[config.mk]
export PLATFORM = sky130hd
export DESIGN_NAME = ctpp_alu
export DESIGN_NICKNAME = d
export VERILOG_FILES = /design/src/design/ctpp_pkg.sv /design/src/design/ctpp_alu.sv
export SDC_FILE = /design/constraint.sdc
export NUM_CORES = 2
export LEC_CHECK = 0
export BUFFER_PORTS_ARGS = -buffer_cell sky130_fd_sc_hd__buf_2
export CAP_MARGIN = 20
export CORE_MARGIN = 1.5
export CORE_UTILIZATION = 55
export CTS_CLUSTER_DIAMETER = 150
export CTS_CLUSTER_SIZE = 10
export DETAILED_ROUTE_END_ITERATION = 16
export GPL_ROUTABILITY_DRIVEN = 0
export PLACE_DENSITY_LB_ADDON = 0.12
export SLEW_MARGIN = 20
export SYNTH_ARGS = -nofsm -noshare
export SYNTH_HDL_FRONTEND = slang
export SYNTH_SLANG_ARGS = --single-unit
[constraint.sdc]
create_clock -name clk -period 10.35 [get_ports clk]
set_clock_uncertainty 0.05 [all_clocks]
set_input_delay 1.035 -clock clk [delete_from_list [all_inputs] [get_ports clk]]
set_output_delay 1.035 -clock clk [all_outputs]
set_load 0.01 [all_outputs]
[src/design/ctpp_pkg.sv]
// shared types for the cholesky trailing pair permute block
// used by the top level and the shared arithmetic unit
package ctpp_pkg;

	localparam int WORD_W = 32;

	typedef enum logic {
		OP_SQRT = 1'b0,
		OP_DIV  = 1'b1
	} alu_op_t;

	typedef struct packed {
		logic    start;
		alu_op_t op;
	} alu_req_t;

	typedef struct packed {
		logic done;
		logic zero;
	} alu_sts_t;

endpackage

[src/design/ctpp_alu.sv]
// shared arithmetic unit: registered 32x32 multiplier, bit-serial root and divider
// depends on ctpp_pkg
module ctpp_alu (
	input  logic                clk,
	input  logic                arst_n,
	input  ctpp_pkg::alu_req_t  req,
	input  logic [63:0]         num,
	input  logic [32:0]         den,
	input  logic signed [31:0]  mul_x,
	input  logic signed [31:0]  mul_y,
	output logic signed [63:0]  prod,
	output logic [32:0]         res,
	output ctpp_pkg::alu_sts_t  sts
);
	import ctpp_pkg::*;

	typedef enum logic [3:0] {
		A_IDLE = 4'b0001,
		A_SQRT = 4'b0010,
		A_SRND = 4'b0100,
		A_DIV  = 4'b1000
	} alu_state_t;

	alu_state_t         st_q;
	logic [4:0]         cnt_q;
	logic               done_q;
	logic [63:0]        n_q, r_q, bit_q;
	logic [32:0]        rem_q, den_q, res_q;
	logic [31:0]        lo_q, quo_q;
	logic signed [63:0] prod_q;
	logic [63:0]        trial;
	logic               sq_ge;
	logic [33:0]        rem_n;
	logic               dv_ge;

	assign trial = r_q + bit_q;
	assign sq_ge = n_q >= trial;
	assign rem_n = {rem_q, lo_q[31]};
	assign dv_ge = rem_n >= {1'b0, den_q};

	always_ff @(posedge clk) begin
		prod_q <= mul_x * mul_y;
	end

	always_ff @(posedge clk or negedge arst_n) begin
		if (!arst_n) begin
			st_q   <= A_IDLE;
			cnt_q  <= '0;
			done_q <= 1'b0;
		end else begin
			// done pulses after the rounding step or the last divide step
			done_q <= (st_q == A_SRND) || ((st_q == A_DIV) && (cnt_q == 5'd0));
			case (st_q)
				A_IDLE: begin
					if (req.start) begin
						cnt_q <= 5'd31;
						st_q  <= (req.op == OP_SQRT) ? A_SQRT : A_DIV;
					end
				end
				A_SQRT: begin
					cnt_q <= cnt_q - 5'd1;
					if (cnt_q == 5'd0) st_q <= A_SRND;
				end
				A_SRND: begin
					st_q <= A_IDLE;
				end
				A_DIV: begin
					cnt_q <= cnt_q - 5'd1;
					if (cnt_q == 5'd0) st_q <= A_IDLE;
				end
				default: st_q <= A_IDLE;
			endcase
		end
	end

	always_ff @(posedge clk) begin
		case (st_q)
			A_IDLE: begin
				if (req.start) begin
					n_q   <= num;
					r_q   <= '0;
					bit_q <= 64'h4000_0000_0000_0000;
					rem_q <= {1'b0, num[63:32]};
					lo_q  <= num[31:0];
					den_q <= den;
				end
			end
			A_SQRT: begin
				if (sq_ge) begin
					n_q <= n_q - trial;
					r_q <= (r_q >> 1) + bit_q;
				end else begin
					r_q <= r_q >> 1;
				end
				bit_q <= bit_q >> 2;
			end
			A_SRND: begin
				// round to nearest: remainder above root bumps it
				res_q <= 33'(r_q) + ((n_q > r_q) ? 33'd1 : 33'd0);
			end
			A_DIV: begin
				rem_q <= dv_ge ? 33'(rem_n - {1'b0, den_q}) : rem_n[32:0];
				lo_q  <= {lo_q[30:0], 1'b0};
				quo_q <= {quo_q[30:0], dv_ge};
				if (cnt_q == 5'd0) res_q <= {1'b0, quo_q[30:0], dv_ge};
			end
			default: ;
		endcase
	end

	assign prod     = prod_q;
	assign res      = res_q;
	assign sts.done = done_q;
	assign sts.zero = (res_q == '0);

endmodule

==> impl_results.md <==
- Initial DRC count: 3446
- Synth Area in Compound Gates: 0.1012
- CTS root buf: clkbuf_16
- Initial antenna violation count: 28
- CP Max Fanout: 32
- Post-synthesis mux area share: 0.006478
- Global route overflow: 0
- Synth Instances: 6728
- Post-CTS Hold Buffers: 0
- Mean post-synth cell area: 9.359 sq um
- Unrepaired setup endpoints after global routing: false
- Startpoint class of the critical path: input pin
- Register area share after synthesis: 0.1779
- R2r setup slk: between 3 and 4 ns
- Post-CTS Resized: 0
- # clock sinks: between 300 and 400
- Yosys reg bits: around 400
- Setup repair bufs after CTS: 0
- Die Height: 341.4 um
- Worst reg2reg path startpoint: r_q[4]
- Share of cells above drive strength 1: 0.06452
- Routed Antenna Nets: 0
- Fmax: 109.1 MHz
- Post-DR vias/cell: 5.763
- Synth Area in XOR/XNOR: 0.03867
- Most used flip-flop cell after synthesis: edfxtp_1
- Number of global-route vias before repair: 49500
- Worst-skew pair later-pin latency: 0.65 ns
- IO buf count: approximately 260
- Final TNS setup: 0 ns
- Starting density of the core: 0.5574
- Clock transition at path regs: 0.06 ns
- # Max-Cap Violations: 0
- Largest family of logic cells by synthesized area: adder cells
- Worst min path class: in2async
- Tcrit/Tclk final: 0.8853
- R2r endpoint: r_q[6]
- DRT Pass-1 Iters: 5
- Util after Layout: 0.5907
- Status: finished clean
- Row count: 123
- Number of synthesized flops with an enable pin: 322
- Slew Limit Fails: 0
- Fin crit period: just over 9 ns
- Post-Synth Adder-Cell Area: 0.4271
- Final Hold Viols: 0
- Post-synth cell types: 97
- Largest net degree at the start of global routing: 90
- Vias: around 48000
- Layout Nets: 8439
- Residual DRC: 0
- First-pass GRT wire length: 274400 um
- Syn nets: 8392
- Die ar.: 116500 sq um
- CTS Buf Count: 47
- Asr flop ratio synth: 0.02525
- Synth Cell Area: 62970 sq um
- Worst-case clock buffer depth: 3
- Die width: 341.4 um
- Syn-to-layout area delta: 5.975%
- Post-DP HPWL: between 100000 and 150000 um
- Crit path DAT: 9.64 ns
- Tot GR Track Use: 0.3032
- Core Footprint: 113000 sq um
- Warnings from Yosys: 0
- Avg WL per Cell: 20.88 um
- CP Class: in2reg
- Synth Area in Simple Gates: 0.1635
- Post-Route WL: 173200 um
- IO Pins: around 260
- Relative slew margins: 0.3202
- TritonCTS clock tree: yes
- Worst r2r path cells: 22
- Crit path capture type: flip-flop
- Setup Viol. Count Final: 0
- H-tree depth: 2
- Worst-margin pin slew: 1.020 ns
- CP Data Required Time: 10.82 ns
[synthesized netlist by cell type, drive strengths merged, types with 47 or more instances]
master | number | share of area
nand2 | 925 | 0.055
edfxtp | 322 | 0.15
dfxtp | 64 | 0.020
xnor2 | 198 | 0.028
a211oi | 57 | 0.0069
fa | 1084 | 0.34
o21ai | 282 | 0.023
and2 | 582 | 0.058
inv | 1094 | 0.065
a21oi | 230 | 0.018
nand3 | 63 | 0.0050
clkbuf | 300 | 0.018
ha | 415 | 0.082
xor2 | 80 | 0.011
a21o | 98 | 0.012
nor2 | 189 | 0.011
nor2b | 55 | 0.0055
nand4 | 89 | 0.0089
nor3 | 47 | 0.0039
a31oi | 90 | 0.0089
[worst max path at each step]
stage / startpoint / to
after detailed placement: mul_y[2] / prod[63]
after CTS: mul_y[2] / prod[63]
final: mul_y[2] / prod[63]
after floorplan: r_q[0] / n_q[0]
after global placement: mul_y[8] / prod[63]
after global routing: mul_y[6] / prod[63]
[metal layers]
metal  vias up  part of all wire  track usage
met5         -            0.0011            0
met4        30             0.034      0.09954
met3       328             0.067      0.03950
met2      1621              0.49       0.5187
met1     24240              0.41       0.3994
li1      21590                 -            -
[registers in the layout, indices dropped and copies added, names as in the netlist]
signal,count
lo_q,32
done_q,1
rem_q,33
st_q,4
bit_q,32
prod,64
cnt_q,5
res,33
r_q,64
quo_q,31
den_q,33
n_q,64
[cells in the final DEF (no fill, tap or decap), types with 64 or more instances in the layout]
cell type	n
buf_2	263
nand4_1	88
ha_1	415
nor2_1	189
a31oi_1	90
xnor2_1	198
and2_1	580
o21ai_0	263
fa_1	1084
a21o_1	97
inv_1	1091
dfxtp_1	64
xor2_1	80
nand2_1	921
a21oi_1	228
edfxtp_1	322
[metrics by stage]
stage / setup slack, ns / hold slack [ns] / cell area, sq um / instances
after floorplan: 0.5009 / 0.3762 / 62970 / 6728
after global placement: 0.8703 / 0.3805 / 65390 / 8226
after detailed placement: 0.7470 / 0.3893 / 65390 / 8226
after CTS: 1.398 / 0.1946 / 66710 / 8289
after global routing: 0.9444 / 0.2275 / 66730 / 8296
final: 1.187 / 0.2343 / 66730 / 8297
[cell families (layout without fill, tap and decap cells)]
family / count (synthesis) / in the layout
buffers and inverters: 1417 / 1478
multiplexers: 40 / 40
flip-flops: 396 / 396
AO/OA/AOI/OAI: 1000 / 1000
adder cells (fa/ha/maj): 1499 / 1499
other: 0 / 8
XOR/XNOR: 278 / 278
AND/OR/NAND/NOR: 2098 / 2098
[critical path, cell delays in order]
cell	delay, ns
buf_2	0.57
nand2_1	0.17
fa_1	0.58
fa_1	0.44
fa_1	0.51
fa_1	0.55
inv_1	0.05
fa_1	0.50
inv_1	0.06
fa_1	0.52
inv_1	0.05
fa_1	0.51
fa_1	0.42
ha_1	0.36
a21o_1	0.23
a221o_1	0.35
a21oi_1	0.52
nor2b_1	0.10
a221oi_1	0.77
o311ai_1	0.37
o41ai_2	0.42
nand3_1	0.13
a31oi_1	0.22
xnor2_1	0.14
[final cells by class]
| type | count | area (sq um) |
|---|---|---|
| Fill cell | 10070 | 46230 |
| Multi-Input combinational cell | 4915 | 46460 |
| Tap cell | 1500 | 1877 |
| Antenna cell | 8 | 20.02 |
| Sequential cell | 396 | 11200 |
| Clock inverter | 5 | 80.08 |
| Clock buffer | 58 | 1239 |
| Inverter | 1096 | 4121 |
| Timing Repair Buffer | 319 | 1737 |
Power is left out: the tool's default activity adds up to more than one toggle a clock period on the data nets, which glitch-free logic cannot reach.
